$ cat src/hdl/dbhi_pkg.sv
`default_nettype none
package dbhi_pkg;

    localparam int FRACTION_BITS = 4;
    localparam int T_W = 13;
    localparam int H_W = 11;
    localparam int HI_W = 15;
    localparam int DB_W = 8;
    localparam int ACC_W = 64;
    localparam int V_W = 24;
    localparam int SQ_W = 16;
    localparam int PC_W = 6;
    localparam int CNT_W = 6;

    localparam longint D = longint'(1) << FRACTION_BITS;
    localparam longint D2 = D * D;
    localparam longint D3 = D2 * D;
    localparam longint D4 = D3 * D;

    localparam logic signed [T_W-1:0] T80 = T_W'(80 * D);
    localparam logic signed [T_W-1:0] T112 = T_W'(112 * D);
    localparam logic signed [T_W:0] T95 = (T_W + 1)'(95 * D);
    localparam logic [T_W-1:0] T17 = T_W'(17 * D);
    localparam logic [T_W-1:0] H13 = T_W'(13 * D);

    localparam logic signed [V_W-1:0] HI_MIN = -24'sd4096;
    localparam logic signed [V_W-1:0] HI_MAX = 24'sd16383;

    localparam logic [PC_W-1:0] PC_ROTH = 6'd0;
    localparam logic [PC_W-1:0] PC_SIMPLE = 6'd23;
    localparam logic [PC_W-1:0] PC_FIN = 6'd31;
    localparam logic [PC_W-1:0] PC_LOWHUM = 6'd32;

    localparam logic [CNT_W-1:0] MUL_LAST = CNT_W'(T_W - 1);
    localparam logic [CNT_W-1:0] DIV_LAST = CNT_W'(ACC_W - 1);

    typedef enum logic [3:0] {
        ST_IDLE,
        ST_CHECK,
        ST_START,
        ST_FETCH,
        ST_MUL,
        ST_DIVPREP,
        ST_DIV,
        ST_SQRT,
        ST_EMIT
    } t_state;

    typedef enum logic [3:0] {
        OP_LOADC,
        OP_ADDC,
        OP_MULT,
        OP_MULH,
        OP_MULA,
        OP_MULB,
        OP_SAVE0,
        OP_SAVE1,
        OP_ADDR0,
        OP_ADDR1,
        OP_DIVR,
        OP_DIVF,
        OP_SQRT,
        OP_JLH,
        OP_FIN
    } t_op;

    typedef struct packed {
        t_op op;
        logic signed [ACC_W-1:0] k;
    } t_step;

    typedef enum logic [0:0] {
        CFG_TEMP_DB = 1'b0,
        CFG_HUM_DB  = 1'b1
    } t_cfg_idx;

    function automatic t_step mk(input t_op op, input longint k);
        t_step s;
        s.op = op;
        s.k = k;
        return s;
    endfunction

    // Microprogram: Rothfusz polynomial in Horner form, the simple formula,
    // and the low-humidity correction term.
    function automatic t_step step_at(input logic [PC_W-1:0] pc);
        t_step s;
        case (pc)
            6'd0:  s = mk(OP_LOADC, -64'sd5481717 * D2);
            6'd1:  s = mk(OP_MULH, 0);
            6'd2:  s = mk(OP_ADDC, 64'sd1014333127 * D3);
            6'd3:  s = mk(OP_MULH, 0);
            6'd4:  s = mk(OP_ADDC, -64'sd4237900000 * D4);
            6'd5:  s = mk(OP_SAVE0, 0);
            6'd6:  s = mk(OP_LOADC, 64'sd85282 * D);
            6'd7:  s = mk(OP_MULH, 0);
            6'd8:  s = mk(OP_ADDC, -64'sd22475541 * D2);
            6'd9:  s = mk(OP_MULH, 0);
            6'd10: s = mk(OP_ADDC, 64'sd204901523 * D3);
            6'd11: s = mk(OP_SAVE1, 0);
            6'd12: s = mk(OP_LOADC, -64'sd199);
            6'd13: s = mk(OP_MULH, 0);
            6'd14: s = mk(OP_ADDC, 64'sd122874 * D);
            6'd15: s = mk(OP_MULH, 0);
            6'd16: s = mk(OP_ADDC, -64'sd683783 * D2);
            6'd17: s = mk(OP_MULT, 0);
            6'd18: s = mk(OP_ADDR1, 0);
            6'd19: s = mk(OP_MULT, 0);
            6'd20: s = mk(OP_ADDR0, 0);
            6'd21: s = mk(OP_DIVR, 64'sd100000000 * D3);
            6'd22: s = mk(OP_JLH, 0);
            6'd23: s = mk(OP_LOADC, 64'sd47);
            6'd24: s = mk(OP_MULH, 0);
            6'd25: s = mk(OP_ADDC, -64'sd10300 * D);
            6'd26: s = mk(OP_SAVE0, 0);
            6'd27: s = mk(OP_LOADC, 64'sd1100);
            6'd28: s = mk(OP_MULT, 0);
            6'd29: s = mk(OP_ADDR0, 0);
            6'd30: s = mk(OP_DIVR, 64'sd1000);
            6'd31: s = mk(OP_FIN, 0);
            6'd32: s = mk(OP_LOADC, 64'sd1);
            6'd33: s = mk(OP_MULA, 0);
            6'd34: s = mk(OP_MULA, 0);
            6'd35: s = mk(OP_MULB, 0);
            6'd36: s = mk(OP_DIVF, 64'sd68 * D);
            6'd37: s = mk(OP_SQRT, 0);
            default: s = mk(OP_FIN, 0);
        endcase
        return s;
    endfunction

endpackage
`default_nettype wire

$ cat src/hdl/deadband_report_heat_index_top.sv
// Deadband temperature/humidity reporter with heat index. One sample is taken
// while the block is idle; it gives zero, one or two reports (temperature
// first, then humidity), the final one marked by tlast. Each report is
// computed by a small microsequencer around a bit-serial multiplier, a
// restoring divider (one quotient bit per cycle) and a bit-pair square root.
// A report uses the simple formula below 80 F and the Rothfusz polynomial
// otherwise, with the low-humidity correction added where it applies. A new
// sample is accepted as soon as the last report of the previous one sits in
// the output register.
`default_nettype none
module deadband_report_heat_index_top (
    input  wire logic        i_clk,
    input  wire logic        i_rst_n,
    input  wire logic        s_axis_tvalid,
    output logic             s_axis_tready,
    // [12:0] temperature_sample, [23:13] humidity_sample
    input  wire logic [23:0] s_axis_tdata,
    output logic             m_axis_tvalid,
    input  wire logic        m_axis_tready,
    // [12:0] reported_temperature, [23:13] reported_humidity,
    // [38:24] heat_index, [39] zero
    output logic [39:0]      m_axis_tdata,
    output logic             m_axis_tlast,
    input  wire logic        i_cfg_we,
    input  wire logic [0:0]  i_cfg_addr,
    input  wire logic [7:0]  i_cfg_wdata
);

    localparam int T_W = dbhi_pkg::T_W;
    localparam int H_W = dbhi_pkg::H_W;
    localparam int ACC_W = dbhi_pkg::ACC_W;
    localparam int V_W = dbhi_pkg::V_W;
    localparam int SQ_W = dbhi_pkg::SQ_W;

    dbhi_pkg::t_state r_state, n_state;
    dbhi_pkg::t_step  step;

    logic [dbhi_pkg::PC_W-1:0]  r_pc;
    logic [dbhi_pkg::CNT_W-1:0] r_cnt;
    logic [dbhi_pkg::DB_W-1:0]  r_tdb, r_hdb;
    logic signed [T_W-1:0]      r_st_t, r_tin;
    logic [H_W-1:0]             r_st_h, r_hin;
    logic                       r_second;
    logic signed [ACC_W-1:0]    r_acc, r_mc, r_a0, r_a1, r_den, r_rem;
    logic [T_W-1:0]             r_x;
    logic                       r_neg, r_rnd;
    logic signed [V_W-1:0]      r_v;
    logic [dbhi_pkg::HI_W-1:0]  r_hi;
    logic [SQ_W-1:0]            r_sv, r_sr, r_sb;
    logic                       r_o_valid, r_o_last;
    logic [39:0]                r_o_data;

    logic signed [T_W+1:0] t_lo, t_hi, t_x;
    logic signed [H_W+1:0] h_lo, h_hi, h_x;
    logic                  ft, fh, lowhum, emit_ok, ld_out;
    logic signed [T_W:0]   dt;
    logic [T_W-1:0]        adt, op_a, op_b, mul_x;
    logic signed [ACC_W-1:0] rem_sh, q_raw, q_sgn;
    logic                  div_ge;
    logic [SQ_W-1:0]       sq_sum, sv_n, sr_n;
    logic                  sq_ge;
    logic signed [V_W-1:0] v_sat;

    assign step = dbhi_pkg::step_at(r_pc);

    // Deadband window tests.
    always_comb begin
        t_x  = (T_W + 2)'(r_tin);
        t_lo = (T_W + 2)'(r_st_t) - $signed((T_W + 2)'(r_tdb));
        t_hi = (T_W + 2)'(r_st_t) + $signed((T_W + 2)'(r_tdb));
        ft   = (t_x < t_lo) || (t_x > t_hi);
        h_x  = $signed((H_W + 2)'(r_hin));
        h_lo = $signed((H_W + 2)'(r_st_h)) - $signed((H_W + 2)'(r_hdb));
        h_hi = $signed((H_W + 2)'(r_st_h)) + $signed((H_W + 2)'(r_hdb));
        fh   = (h_x < h_lo) || (h_x > h_hi);
    end

    // Low-humidity correction operands and multiplier operand select.
    always_comb begin
        lowhum = (T_W'(r_st_h) < dbhi_pkg::H13) && (r_st_t >= dbhi_pkg::T80)
                 && (r_st_t <= dbhi_pkg::T112);
        dt   = (T_W + 1)'(r_st_t) - dbhi_pkg::T95;
        adt  = dt[T_W] ? T_W'(-dt) : T_W'(dt);
        op_a = dbhi_pkg::H13 - T_W'(r_st_h);
        op_b = dbhi_pkg::T17 - adt;
        case (step.op)
            dbhi_pkg::OP_MULT: mul_x = r_st_t;
            dbhi_pkg::OP_MULH: mul_x = T_W'(r_st_h);
            dbhi_pkg::OP_MULA: mul_x = op_a;
            dbhi_pkg::OP_MULB: mul_x = op_b;
            default:           mul_x = '0;
        endcase
    end

    always_comb begin
        rem_sh = {r_rem[ACC_W-2:0], r_acc[ACC_W-1]};
        div_ge = rem_sh >= r_den;
        q_raw  = {r_acc[ACC_W-2:0], div_ge};
        q_sgn  = r_neg ? -q_raw : q_raw;
        sq_sum = r_sr + r_sb;
        sq_ge  = r_sv >= sq_sum;
        sv_n   = sq_ge ? r_sv - sq_sum : r_sv;
        sr_n   = sq_ge ? (r_sr >> 1) + r_sb : r_sr >> 1;
        if (r_v < dbhi_pkg::HI_MIN) begin
            v_sat = dbhi_pkg::HI_MIN;
        end else if (r_v > dbhi_pkg::HI_MAX) begin
            v_sat = dbhi_pkg::HI_MAX;
        end else begin
            v_sat = r_v;
        end
    end

    // Next state.
    always_comb begin
        n_state = r_state;
        case (r_state)
            dbhi_pkg::ST_IDLE:    if (s_axis_tvalid) n_state = dbhi_pkg::ST_CHECK;
            dbhi_pkg::ST_CHECK:   n_state = (ft || fh) ? dbhi_pkg::ST_START : dbhi_pkg::ST_IDLE;
            dbhi_pkg::ST_START:   n_state = dbhi_pkg::ST_FETCH;
            dbhi_pkg::ST_FETCH: begin
                case (step.op)
                    dbhi_pkg::OP_MULT, dbhi_pkg::OP_MULH,
                    dbhi_pkg::OP_MULA, dbhi_pkg::OP_MULB: n_state = dbhi_pkg::ST_MUL;
                    dbhi_pkg::OP_DIVR, dbhi_pkg::OP_DIVF: n_state = dbhi_pkg::ST_DIVPREP;
                    dbhi_pkg::OP_SQRT: n_state = dbhi_pkg::ST_SQRT;
                    dbhi_pkg::OP_FIN:  n_state = dbhi_pkg::ST_EMIT;
                    default:           n_state = dbhi_pkg::ST_FETCH;
                endcase
            end
            dbhi_pkg::ST_MUL:     if (r_cnt == dbhi_pkg::MUL_LAST) n_state = dbhi_pkg::ST_FETCH;
            dbhi_pkg::ST_DIVPREP: n_state = dbhi_pkg::ST_DIV;
            dbhi_pkg::ST_DIV:     if (r_cnt == dbhi_pkg::DIV_LAST) n_state = dbhi_pkg::ST_FETCH;
            dbhi_pkg::ST_SQRT:    if (r_sb == SQ_W'(1)) n_state = dbhi_pkg::ST_FETCH;
            dbhi_pkg::ST_EMIT: begin
                if (emit_ok) begin
                    n_state = r_second ? dbhi_pkg::ST_START : dbhi_pkg::ST_IDLE;
                end
            end
            default:              n_state = dbhi_pkg::ST_IDLE;
        endcase
    end

    // Outputs and control strobes.
    always_comb begin
        s_axis_tready = (r_state == dbhi_pkg::ST_IDLE);
        emit_ok       = !r_o_valid || m_axis_tready;
        ld_out        = (r_state == dbhi_pkg::ST_EMIT) && emit_ok;
        m_axis_tvalid = r_o_valid;
        m_axis_tdata  = r_o_data;
        m_axis_tlast  = r_o_last;
    end

    always_ff @(posedge i_clk) begin
        if (!i_rst_n) begin
            r_state   <= dbhi_pkg::ST_IDLE;
            r_tdb     <= 8'd3;
            r_hdb     <= 8'd16;
            r_st_t    <= '0;
            r_st_h    <= '0;
            r_second  <= 1'b0;
            r_o_valid <= 1'b0;
            r_pc      <= '0;
            r_cnt     <= '0;
        end else begin
            r_state <= n_state;
            if (i_cfg_we) begin
                case (i_cfg_addr)
                    dbhi_pkg::CFG_TEMP_DB: r_tdb <= i_cfg_wdata;
                    dbhi_pkg::CFG_HUM_DB:  r_hdb <= i_cfg_wdata;
                    default: ;
                endcase
            end
            if (ld_out) begin
                r_o_valid <= 1'b1;
            end else if (m_axis_tready) begin
                r_o_valid <= 1'b0;
            end
            case (r_state)
                dbhi_pkg::ST_IDLE: begin
                    if (s_axis_tvalid) begin
                        r_tin <= s_axis_tdata[T_W-1:0];
                        r_hin <= s_axis_tdata[T_W+H_W-1:T_W];
                    end
                end
                dbhi_pkg::ST_CHECK: begin
                    if (ft) begin
                        r_st_t   <= r_tin;
                        r_second <= fh;
                    end else if (fh) begin
                        r_st_h   <= r_hin;
                        r_second <= 1'b0;
                    end
                end
                dbhi_pkg::ST_START: begin
                    r_pc <= (r_st_t >= dbhi_pkg::T80) ? dbhi_pkg::PC_ROTH
                                                      : dbhi_pkg::PC_SIMPLE;
                end
                dbhi_pkg::ST_FETCH: begin
                    case (step.op)
                        dbhi_pkg::OP_LOADC: begin
                            r_acc <= step.k;
                            r_pc  <= r_pc + 1'b1;
                        end
                        dbhi_pkg::OP_ADDC: begin
                            r_acc <= r_acc + step.k;
                            r_pc  <= r_pc + 1'b1;
                        end
                        dbhi_pkg::OP_SAVE0: begin
                            r_a0 <= r_acc;
                            r_pc <= r_pc + 1'b1;
                        end
                        dbhi_pkg::OP_SAVE1: begin
                            r_a1 <= r_acc;
                            r_pc <= r_pc + 1'b1;
                        end
                        dbhi_pkg::OP_ADDR0: begin
                            r_acc <= r_acc + r_a0;
                            r_pc  <= r_pc + 1'b1;
                        end
                        dbhi_pkg::OP_ADDR1: begin
                            r_acc <= r_acc + r_a1;
                            r_pc  <= r_pc + 1'b1;
                        end
                        dbhi_pkg::OP_MULT, dbhi_pkg::OP_MULH,
                        dbhi_pkg::OP_MULA, dbhi_pkg::OP_MULB: begin
                            r_mc  <= r_acc;
                            r_acc <= '0;
                            r_x   <= mul_x;
                            r_cnt <= '0;
                        end
                        dbhi_pkg::OP_DIVR: begin
                            // Round to nearest, ties up: floor((2n + den) / (2 den)).
                            r_acc <= (r_acc <<< 1) + step.k;
                            r_den <= step.k <<< 1;
                            r_rnd <= 1'b1;
                        end
                        dbhi_pkg::OP_DIVF: begin
                            r_den <= step.k;
                            r_rnd <= 1'b0;
                        end
                        dbhi_pkg::OP_SQRT: begin
                            r_sv <= r_acc[SQ_W-1:0];
                            r_sr <= '0;
                            r_sb <= SQ_W'(1) << (SQ_W - 2);
                        end
                        dbhi_pkg::OP_JLH: begin
                            r_pc <= lowhum ? dbhi_pkg::PC_LOWHUM : dbhi_pkg::PC_FIN;
                        end
                        dbhi_pkg::OP_FIN: begin
                            r_hi <= v_sat[dbhi_pkg::HI_W-1:0];
                        end
                        default: ;
                    endcase
                end
                dbhi_pkg::ST_MUL: begin
                    // The top multiplier bit carries negative weight.
                    if (r_x[0]) begin
                        r_acc <= (r_cnt == dbhi_pkg::MUL_LAST) ? r_acc - r_mc : r_acc + r_mc;
                    end
                    r_mc  <= r_mc <<< 1;
                    r_x   <= r_x >> 1;
                    r_cnt <= r_cnt + 1'b1;
                    if (r_cnt == dbhi_pkg::MUL_LAST) begin
                        r_pc <= r_pc + 1'b1;
                    end
                end
                dbhi_pkg::ST_DIVPREP: begin
                    // Floor division of a negative dividend through its magnitude.
                    r_neg <= r_acc[ACC_W-1];
                    r_acc <= r_acc[ACC_W-1] ? r_den - ACC_W'(1) - r_acc : r_acc;
                    r_rem <= '0;
                    r_cnt <= '0;
                end
                dbhi_pkg::ST_DIV: begin
                    r_rem <= div_ge ? rem_sh - r_den : rem_sh;
                    r_acc <= (r_cnt == dbhi_pkg::DIV_LAST && !r_rnd) ? q_sgn : q_raw;
                    r_cnt <= r_cnt + 1'b1;
                    if (r_cnt == dbhi_pkg::DIV_LAST) begin
                        if (r_rnd) begin
                            r_v <= q_sgn[V_W-1:0];
                        end
                        r_pc <= r_pc + 1'b1;
                    end
                end
                dbhi_pkg::ST_SQRT: begin
                    r_sv <= sv_n;
                    r_sr <= sr_n;
                    r_sb <= r_sb >> 2;
                    if (r_sb == SQ_W'(1)) begin
                        r_v  <= r_v - V_W'((sr_n + SQ_W'(1)) >> 1);
                        r_pc <= r_pc + 1'b1;
                    end
                end
                dbhi_pkg::ST_EMIT: begin
                    if (emit_ok) begin
                        r_o_data <= {1'b0, r_hi, r_st_h, r_st_t};
                        r_o_last <= !r_second;
                        if (r_second) begin
                            r_st_h   <= r_hin;
                            r_second <= 1'b0;
                        end
                    end
                end
                default: ;
            endcase
        end
    end

`ifndef SYNTHESIS
    a_one_sample: assert property (@(posedge i_clk) disable iff (!i_rst_n)
        s_axis_tvalid && s_axis_tready |=> !s_axis_tready)
        else $error("second sample accepted while the first is in work");

    a_more_follows: assert property (@(posedge i_clk) disable iff (!i_rst_n)
        m_axis_tvalid && !m_axis_tlast |-> r_state != dbhi_pkg::ST_IDLE)
        else $error("report without tlast but no further report pending");

    a_temp_only_in_check: assert property (@(posedge i_clk) disable iff (!i_rst_n)
        r_state != dbhi_pkg::ST_CHECK |=> $stable(r_st_t))
        else $error("stored temperature changed outside the deadband check");

    a_hi_range: assert property (@(posedge i_clk) disable iff (!i_rst_n)
        m_axis_tvalid |-> $signed(m_axis_tdata[38:24]) >= -15'sd4096)
        else $error("heat index below its saturation limit");
`endif

endmodule
`default_nettype wire
$ cat config.mk
export PLATFORM = sky130hd
export DESIGN_NAME = deadband_report_heat_index_top
export DESIGN_NICKNAME = d
export VERILOG_FILES = /design/src/hdl/dbhi_pkg.sv /design/src/hdl/deadband_report_heat_index_top.sv
export SDC_FILE = /design/constraint.sdc
export NUM_CORES = 2
export LEC_CHECK = 0
export BUFFER_PORTS_ARGS = -buffer_cell sky130_fd_sc_hd__buf_2
export CAP_MARGIN = 25
export CORE_AREA = 10 10 383 385
export CTS_BUF_LIST = sky130_fd_sc_hd__clkbuf_8
export DETAILED_ROUTE_END_ITERATION = 12
export DIE_AREA = 0 0 393 395
export SLEW_MARGIN = 10
export SYNTH_ARGS = -nofsm -noshare
export SYNTH_HDL_FRONTEND = slang
export SYNTH_MEMORY_MAX_BITS = 65536
export SYNTH_SLANG_ARGS = --single-unit
$ cat constraint.sdc
create_clock -name i_clk -period 8.7 [get_ports i_clk]
set_clock_uncertainty 0.2 [all_clocks]
set_input_delay 1.305 -clock i_clk [delete_from_list [all_inputs] [get_ports i_clk]]
set_output_delay 1.305 -clock i_clk [all_outputs]
set_load 0.03 [all_outputs]
[Word-level counts from Yosys, hierarchy flattened]
Memories as Yosys holds them, arrays and structs flattened. A register that Yosys moved wholly into a read port is not among the register bits.
Index checks and enable logic that the tools add are counted.
Word-level totals
  bits in read-only memories: 4416
  input bits: 38
  flip-flop bits (word level): 607
  memories kept: 2
Operators by class
  reductions and logical operators: 49
  muxes and demuxes: 60
  bitwise logic cells: 1
  magnitude comparators: 11
  eq/ne operators: 42
  add/subtract/negate cells: 25
Memory list
  (name not given): depth 64, width 68, read ports 1, clocked after Yosys merged registers in 1, wr ports 0, RTL line dbhi_pkg.sv:88  | case (pc)
  (name not given): depth 16, width 4, read ports 1, clocked after Yosys merged registers in 0, wr ports 0, RTL line deadband_report_heat_index_top.sv:121  | case (step.op)
Operator list (number)
  64-bit 2-to-1 mux: 6
  64-bit one-hot mux with 6 select lines: 1
  64-bit adder: 5
  64-bit one-hot mux with 2 select lines: 2
  64-bit one-hot mux with 4 select lines: 1
  64-bit subtractor: 2
  63-bit one-hot mux with 2 select lines: 1
  16-bit one-hot mux with 2 select lines: 3
  16-bit 2-to-1 mux: 5
  24-bit 2-to-1 mux: 3
  64-bit greater-or-equal comparator: 1
  64-bit negator: 1
  64-bit by 2-bit subtractor with 64-bit output, second input constant: 1
  63-bit 2-to-1 mux: 1
  63-bit subtractor: 1
  13-bit one-hot mux with 4 select lines: 1
  24-bit one-hot mux with 2 select lines: 1
  11-bit 2-to-1 mux: 4
  6-bit 2-to-1 mux: 7
  4-bit one-hot mux with 9 select lines: 1
  4-bit by 3-bit == test with 1-bit output, second input constant: 8
  4-bit == test, second input constant: 8
  6-bit one-hot mux with 5 select lines: 1
  3-bit AND reduction: 9
  60 further kinds: 114

[Longest topological paths before layout]
  word-level depth: 8
  mapped depth: 39
  gate-level depth less buffers: 37

[Worst setup path after synthesis]
No wires, ideal clock.
  kind: register to register
  start point: register r_sb[0]
  end point: register r_v[22] (data pin)
  data required time: 8.233 ns
  slack: 1.614 ns
  library setup time: 0.267 ns
  cell stages (with the launch flop): 40
  clock period less this slack: 7.086 ns
  data arrival time: 6.619 ns
  path buffers: 2
  cells stage by stage: edfxtp_1 -> ha_1 -> ha_1 -> a21o_1 -> a31oi_1 -> nor2_1 -> o21ai_0 -> nor2_1 -> o21a_1 -> a21o_1 -> nand2_1 -> nor2_1 -> o21ai_0 -> xor2_1 -> ha_1 -> inv_1 -> nor4_1 -> a21oi_1 -> [4 not listed] -> clkbuf_1 -> nand2_1 -> nand2_1 -> ha_1 -> ha_1 -> inv_1 -> fa_1 -> a21o_1 -> a21oi_1 -> o21ai_0 -> a21oi_1 -> o21bai_1 -> a21o_1 -> a2111oi_0 -> nor2_1 -> nor2_1 -> xnor2_1 -> o21ai_0
On the way
  longest elaborated chain between the ends: 7
  elaborated cells between the ends (all ways): 8
  those cells by class: add/sub: 4; order compare: 1; mux: 3
RTL lines
  start: declaration: RTL line deadband_report_heat_index_top.sv:49  | logic [SQ_W-1:0] r_sv, r_sr, r_sb;
  start signal: assignment: RTL line deadband_report_heat_index_top.sv:244  | r_sb <= SQ_W'(1) << (SQ_W - 2);
  start signal: assignment: RTL line deadband_report_heat_index_top.sv:288  | r_sb <= r_sb >> 2;
  16-bit adder: RTL line deadband_report_heat_index_top.sv:100  | sq_sum = r_sr + r_sb;
  16-bit greater-or-equal comparator: RTL line deadband_report_heat_index_top.sv:101  | sq_ge = r_sv >= sq_sum;
  16-bit 2-to-1 mux *: RTL line deadband_report_heat_index_top.sv:103  | sr_n = sq_ge ? (r_sr >> 1) + r_sb : r_sr >> 1;
  net sr_n[1]: RTL line deadband_report_heat_index_top.sv:60  | logic [SQ_W-1:0] sq_sum, sv_n, sr_n;
  16-bit by 1-bit adder with 17-bit output *: RTL line deadband_report_heat_index_top.sv:290  | r_v <= r_v - V_W'((sr_n + SQ_W'(1)) >> 1);
  24-bit by 16-bit subtractor with 24-bit output *: RTL line deadband_report_heat_index_top.sv:290
  24-bit 2-to-1 mux *: RTL line deadband_report_heat_index_top.sv:289  | if (r_sb == SQ_W'(1)) begin
  24-bit one-hot mux with 2 select lines *: RTL line deadband_report_heat_index_top.sv:178  | case (r_state)
  end signal: assignment: RTL line deadband_report_heat_index_top.sv:280  | r_v <= q_sgn[V_W-1:0];
  end signal: assignment: RTL line deadband_report_heat_index_top.sv:290
  end: declaration: RTL line deadband_report_heat_index_top.sv:47  | logic signed [V_W-1:0] r_v;
Mark *: on every way through the listed nets, which the timed path passes. The rest lies on a longest branch. The select of a mux whose other input is x is not followed.
A chain may end at the register's enable or synchronous reset.

[Worst setup path after layout]
  start point: register r_sb[0]
  end point: register r_v[22] (data pin)
On the way
  longest elaborated chain between the ends: 7
  elaborated cells between the ends (all ways): 8
  those cells by class: add/sub: 4; order compare: 1; mux: 3
RTL lines (RTL line)
  16-bit adder: deadband_report_heat_index_top.sv:100
  16-bit greater-or-equal comparator: deadband_report_heat_index_top.sv:101
  16-bit 2-to-1 mux *: deadband_report_heat_index_top.sv:103
  16-bit by 1-bit adder with 17-bit output *: deadband_report_heat_index_top.sv:290
  24-bit by 16-bit subtractor with 24-bit output *: deadband_report_heat_index_top.sv:290
  24-bit 2-to-1 mux *: deadband_report_heat_index_top.sv:289
  24-bit one-hot mux with 2 select lines *: deadband_report_heat_index_top.sv:178
Mark *: on every way between the ends. The rest lies on a longest branch, timed or not. The select of a mux whose other input is x is not followed.

==> parameters.txt <==
Parameter                              Value

Routing
  Remaining antenna violation count after routing ... 0
  Total wire length after detailed routing ... around 190000 um
  Via density ... between 6 and 7
  Detailed-routing iteration count for the pre-antenna-repair pass ... 6
  DR WL/cell ... between 20 and 25 um
  Number of DRC markers in iteration 0 ... 4787
  Total number of vias ... 50.59k
  DRC errors left ... 0

Synth
  Top-area cell type share of the netlist area ... 0.2847
  Async S/R FF share, synth ... 0
  Most instantiated flip-flop cell in the synthesis netlist ... sky130_fd_sc_hd__edfxtp_1
  Post-synthesis simple-gate area fraction ... 0.1761
  Post-Synthesis Mean Instance Area ... roughly 8.4 sq um
  #FFs+latches synth ... ~620
  Number of warnings printed during yosys synthesis ... 0
  Post-synth EDFFs ... between 500 and 600
  Post-Synthesis Cell Area ... around 55000 sq um
  Total nets after synthesis ... approximately 7.1k
  Number of distinct standard cells referenced by the synthesized netlist ... about 110
  Xor-xnor portion of the synthesized cell area ... 0.08461
  Largest family of logic cells by synthesized area ... compound AO/OA/AOI/OAI gates
  Share of synthesized area spent on multiplexers ... 0.02399
  Sequential cell area fraction in the yosys report ... 0.3213
  Synthesized instance count ... 6562
  Adder-cell share of the synthesized area ... 0.1088
  Share of the synthesized area in compound gates (AO/OA/AOI/OAI) ... 0.2415
  Cell taking the most area after synthesis ... sky130_fd_sc_hd__edfxtp_1
  Top cells by area in the synthesized netlist ... sky130_fd_sc_hd__edfxtp_1 (28%), sky130_fd_sc_hd__ha_1 (10%), sky130_fd_sc_hd__a21oi_1 (6.0%)

Placement
  Quantity of I/O buffers inserted on ports ... 79
  Routability cong. ... around 1
  Estimated wirelength of the detail-placed design ... around 140000 um
  Setup slack at placement ... between 0.5 and 0.6 ns

Pwr
  Proportion of total power due to net switching ... 0.3989
  Internal power summed over all cells ... roughly 7.1 mW
  Sequential power share ... 0.317
  Part of the total power dissipated in combinational logic ... 0.406
  Peak supply drop ... roughly 0.18 mV
  Leakage power ... roughly 24 nW
  P_sw ... roughly 4.7 mW
  Relative contribution of the clock network to total power ... 0.277
  Power per unit of standard cell area ... around 200 nW/um^2

Clock network
  H-tree levels ... 3
  Clk pin slew, worst setup/hold paths ... ~0.060 ns
  Resized cells post-CTS ... 0
  Post CTS Setup Buffer Count ... 0
  Worst skew pair latency ... between 0.8 and 0.9 ns
  Clock Tree Buf Depth ... 3
  CTS tree ... yes
  Clock sink count ... 624
  Number of hold buffers added after CTS ... 0
  CTS root buf ... sky130_fd_sc_hd__clkbuf_8
  CTS Buf Count ... 119

Worst hold path
  Number of cells on the worst hold path ... 0
  Class of the tightest hold or removal check ... flip-flop to flip-flop

Floorplanning
  Floorplan die area ... 155200 sq um
  # IOs ... 81
  Initial cell density of the core ... 0.3974
  Area inside the core boundary ... around 140000 sq um
  Die extent in x ... approximately 390 um
  Site row count ... 137
  Overall die height ... just under 400 um

Setup path
  Setup crit start kind ... flip-flop
  Arrival time of data at the critical path endpoint ... 8.36 ns
  Worst setup EP type ... flip-flop
  Largest fanout on the critical path ... 9
  Worst EP required ... 9.07 ns
  Crit Path Class ... flip-flop to flip-flop
  Top cell by count, worst path ... sky130_fd_sc_hd__nor2_1
  R2R depth ... 37
  Standard cell with the maximum stage delay on the critical path ... sky130_fd_sc_hd__a2111oi_1
  Peak per-stage delay on the critical path ... approximately 0.55 ns

Global route
  Maximum number of pins on one net before global-route repair ... roughly 170
  Wire length of the first global-routing pass ... around 290000 um
  GRT Util Overall ... 0.2362
  Initial antenna violation count ... 5
  Via count of the first global-routing pass ... 48.41k
  Remaining Overflow, GRT ... 0

Final layout
  Area used by multi-input combinational logic ... 35200 sq um
  Area growth, synth to finish ... 8.792%
  Final net count ... between 7k and 8k
  Register area ... about 18000 sq um
  Fill cell count ... 13.89k
  Fraction of layout instances using a drive strength above 1 ... 0.06920
  Commonest non-fill, non-tap cell in the layout ... sky130_fd_sc_hd__nand2_1
  Highest-count cells in the layout ignoring fill and taps ... sky130_fd_sc_hd__nand2_1 (775), sky130_fd_sc_hd__a21oi_1 (655), sky130_fd_sc_hd__edfxtp_1 (523)

Timing
  Number of setup violations in the final report ... 0
  Highest achievable clock rate ... between 100 and 150 MHz
  Max-slew headroom ... 0.2175
  RSZ-0062 raised after global routing ... no
  Slew @ Worst Pin ... ~1.2 ns
  Fin. max-slew vios ... 0
  Final hold viol count ... 0
  Min Tclk post-route ... 7.994 ns
  Final worst path period share ... 0.9189
  Total Negative Setup Slacks ... 0 ns
  Final worst-path setup slack ... between 0.7 and 0.8 ns

Outcome
  Outcome ... finished clean

Run
  Max-cap check violation count ... 0
==> path summary, 6_finish.rpt <==
check | from | endpoint | slack (ns)
min | r_hi[2]$_SDFFCE_PP0P_ | m_axis_tdata[26]$_DFFE_PP_ | 0.22
max | r_sb[0]$_SDFFCE_PN0P_ | r_v[22]$_DFFE_PP_ | 0.71
min reg2reg | r_hi[2]$_SDFFCE_PP0P_ | m_axis_tdata[26]$_DFFE_PP_ | 0.22
max reg2reg | r_sb[0]$_SDFFCE_PN0P_ | r_v[22]$_DFFE_PP_ | 0.71
==> registers in the layout, indices dropped and copies added (netlist names), 13 cells and up <==
name,count
r_a0,64
r_a1,64
r_acc,64
r_mc,64
r_rem,63
r_den,46
step,43
m_axis_tdata,39
r_v,24
r_sr,16
r_sv,16
r_hi,15
r_st_t,13
r_tin,13
r_x,13
==> metrics by stage <==
| stage | hold slack (ns) | instance area [sq um] | std cells | total power, mW | utilization |
|---|---|---|---|---|---|
| final | 0.2178 | 60020 | 8416 | 11.85 | 0.4323 |
| after global routing | 0.2224 | 60020 | 8416 | 12.52 | 0.4323 |
| after global placement | 0.2042 | 57260 | 8183 | 8.446 | 0.4124 |
| after CTS | 0.2179 | 59970 | 8408 | 11.82 | 0.4319 |
| after floorplan | 0.2003 | 55170 | 6562 | 7.088 | - |
| after detailed placement | 0.2045 | 57330 | 8186 | 8.488 | 0.4129 |
==> cell families after synthesis <==
family,after synthesis
other,1
AOI/OAI and AO/OA,2102
muxes,131
adders and majority gates,473
xor gates and xnor gates,533
buffers and inverters,629
and+or+nand+nor,2069
DFF,624
==> power groups by stage <==
stage               Clock, mW  Combinational [mW]  Sequential [mW]
floorplan                   0                3.47             3.62
global placement            0                4.65             3.80
detailed placement          0                4.69             3.80
CTS                      3.36                4.72             3.73
global route             3.49                5.27             3.76
finish                   3.28                4.81             3.75
==> critical path, delay by kind of cell (launching register included) <==
family	cells	cell delay (ns)
XOR/XNOR	3	0.47
AND/OR/NAND/NOR	15	2.41
AO/OA/AOI/OAI	12	2.67
multiplexers	1	0.20
buffers and inverters	2	0.34
flip-flops	1	0.41
adder cells (fa/ha/maj)	4	0.99
==> cells in the mapped netlist, types with 101 or more instances <==
cell type,n
sky130_fd_sc_hd__nand2_1,777
sky130_fd_sc_hd__a21oi_1,660
sky130_fd_sc_hd__edfxtp_1,523
sky130_fd_sc_hd__nor2_1,500
sky130_fd_sc_hd__ha_1,462
sky130_fd_sc_hd__o21ai_0,434
sky130_fd_sc_hd__xnor2_1,342
sky130_fd_sc_hd__clkbuf_1,291
sky130_fd_sc_hd__inv_1,285
sky130_fd_sc_hd__a21o_1,215
sky130_fd_sc_hd__xor2_1,191
sky130_fd_sc_hd__nand3_1,156
sky130_fd_sc_hd__mux2i_1,123
sky130_fd_sc_hd__nor3_1,109
sky130_fd_sc_hd__dfxtp_1,101
==> area by class of cell <==
type | instances | share of cell area
clock buffer | 134 | 0.03073
tap | 1807 | 0.03767
timing repair buffer | 158 | 0.01795
clock inverter | 88 | 0.01336
multi-input combinational | 5309 | 0.5865
antenna | 5 | 0.0002085
inverter | 291 | 0.01820
sequential | 624 | 0.2954
==> per-layer routing <==
layer	up-vias	part of all wire	GRT usage
met5	-	0	0
met4	0	0.041	0.08901
met3	368	0.078	0.04423
met2	1895	0.44	0.3669
met1	24160	0.45	0.3231
li1	24160	-	-
Note: power is estimated with default switching activity, not from simulation.
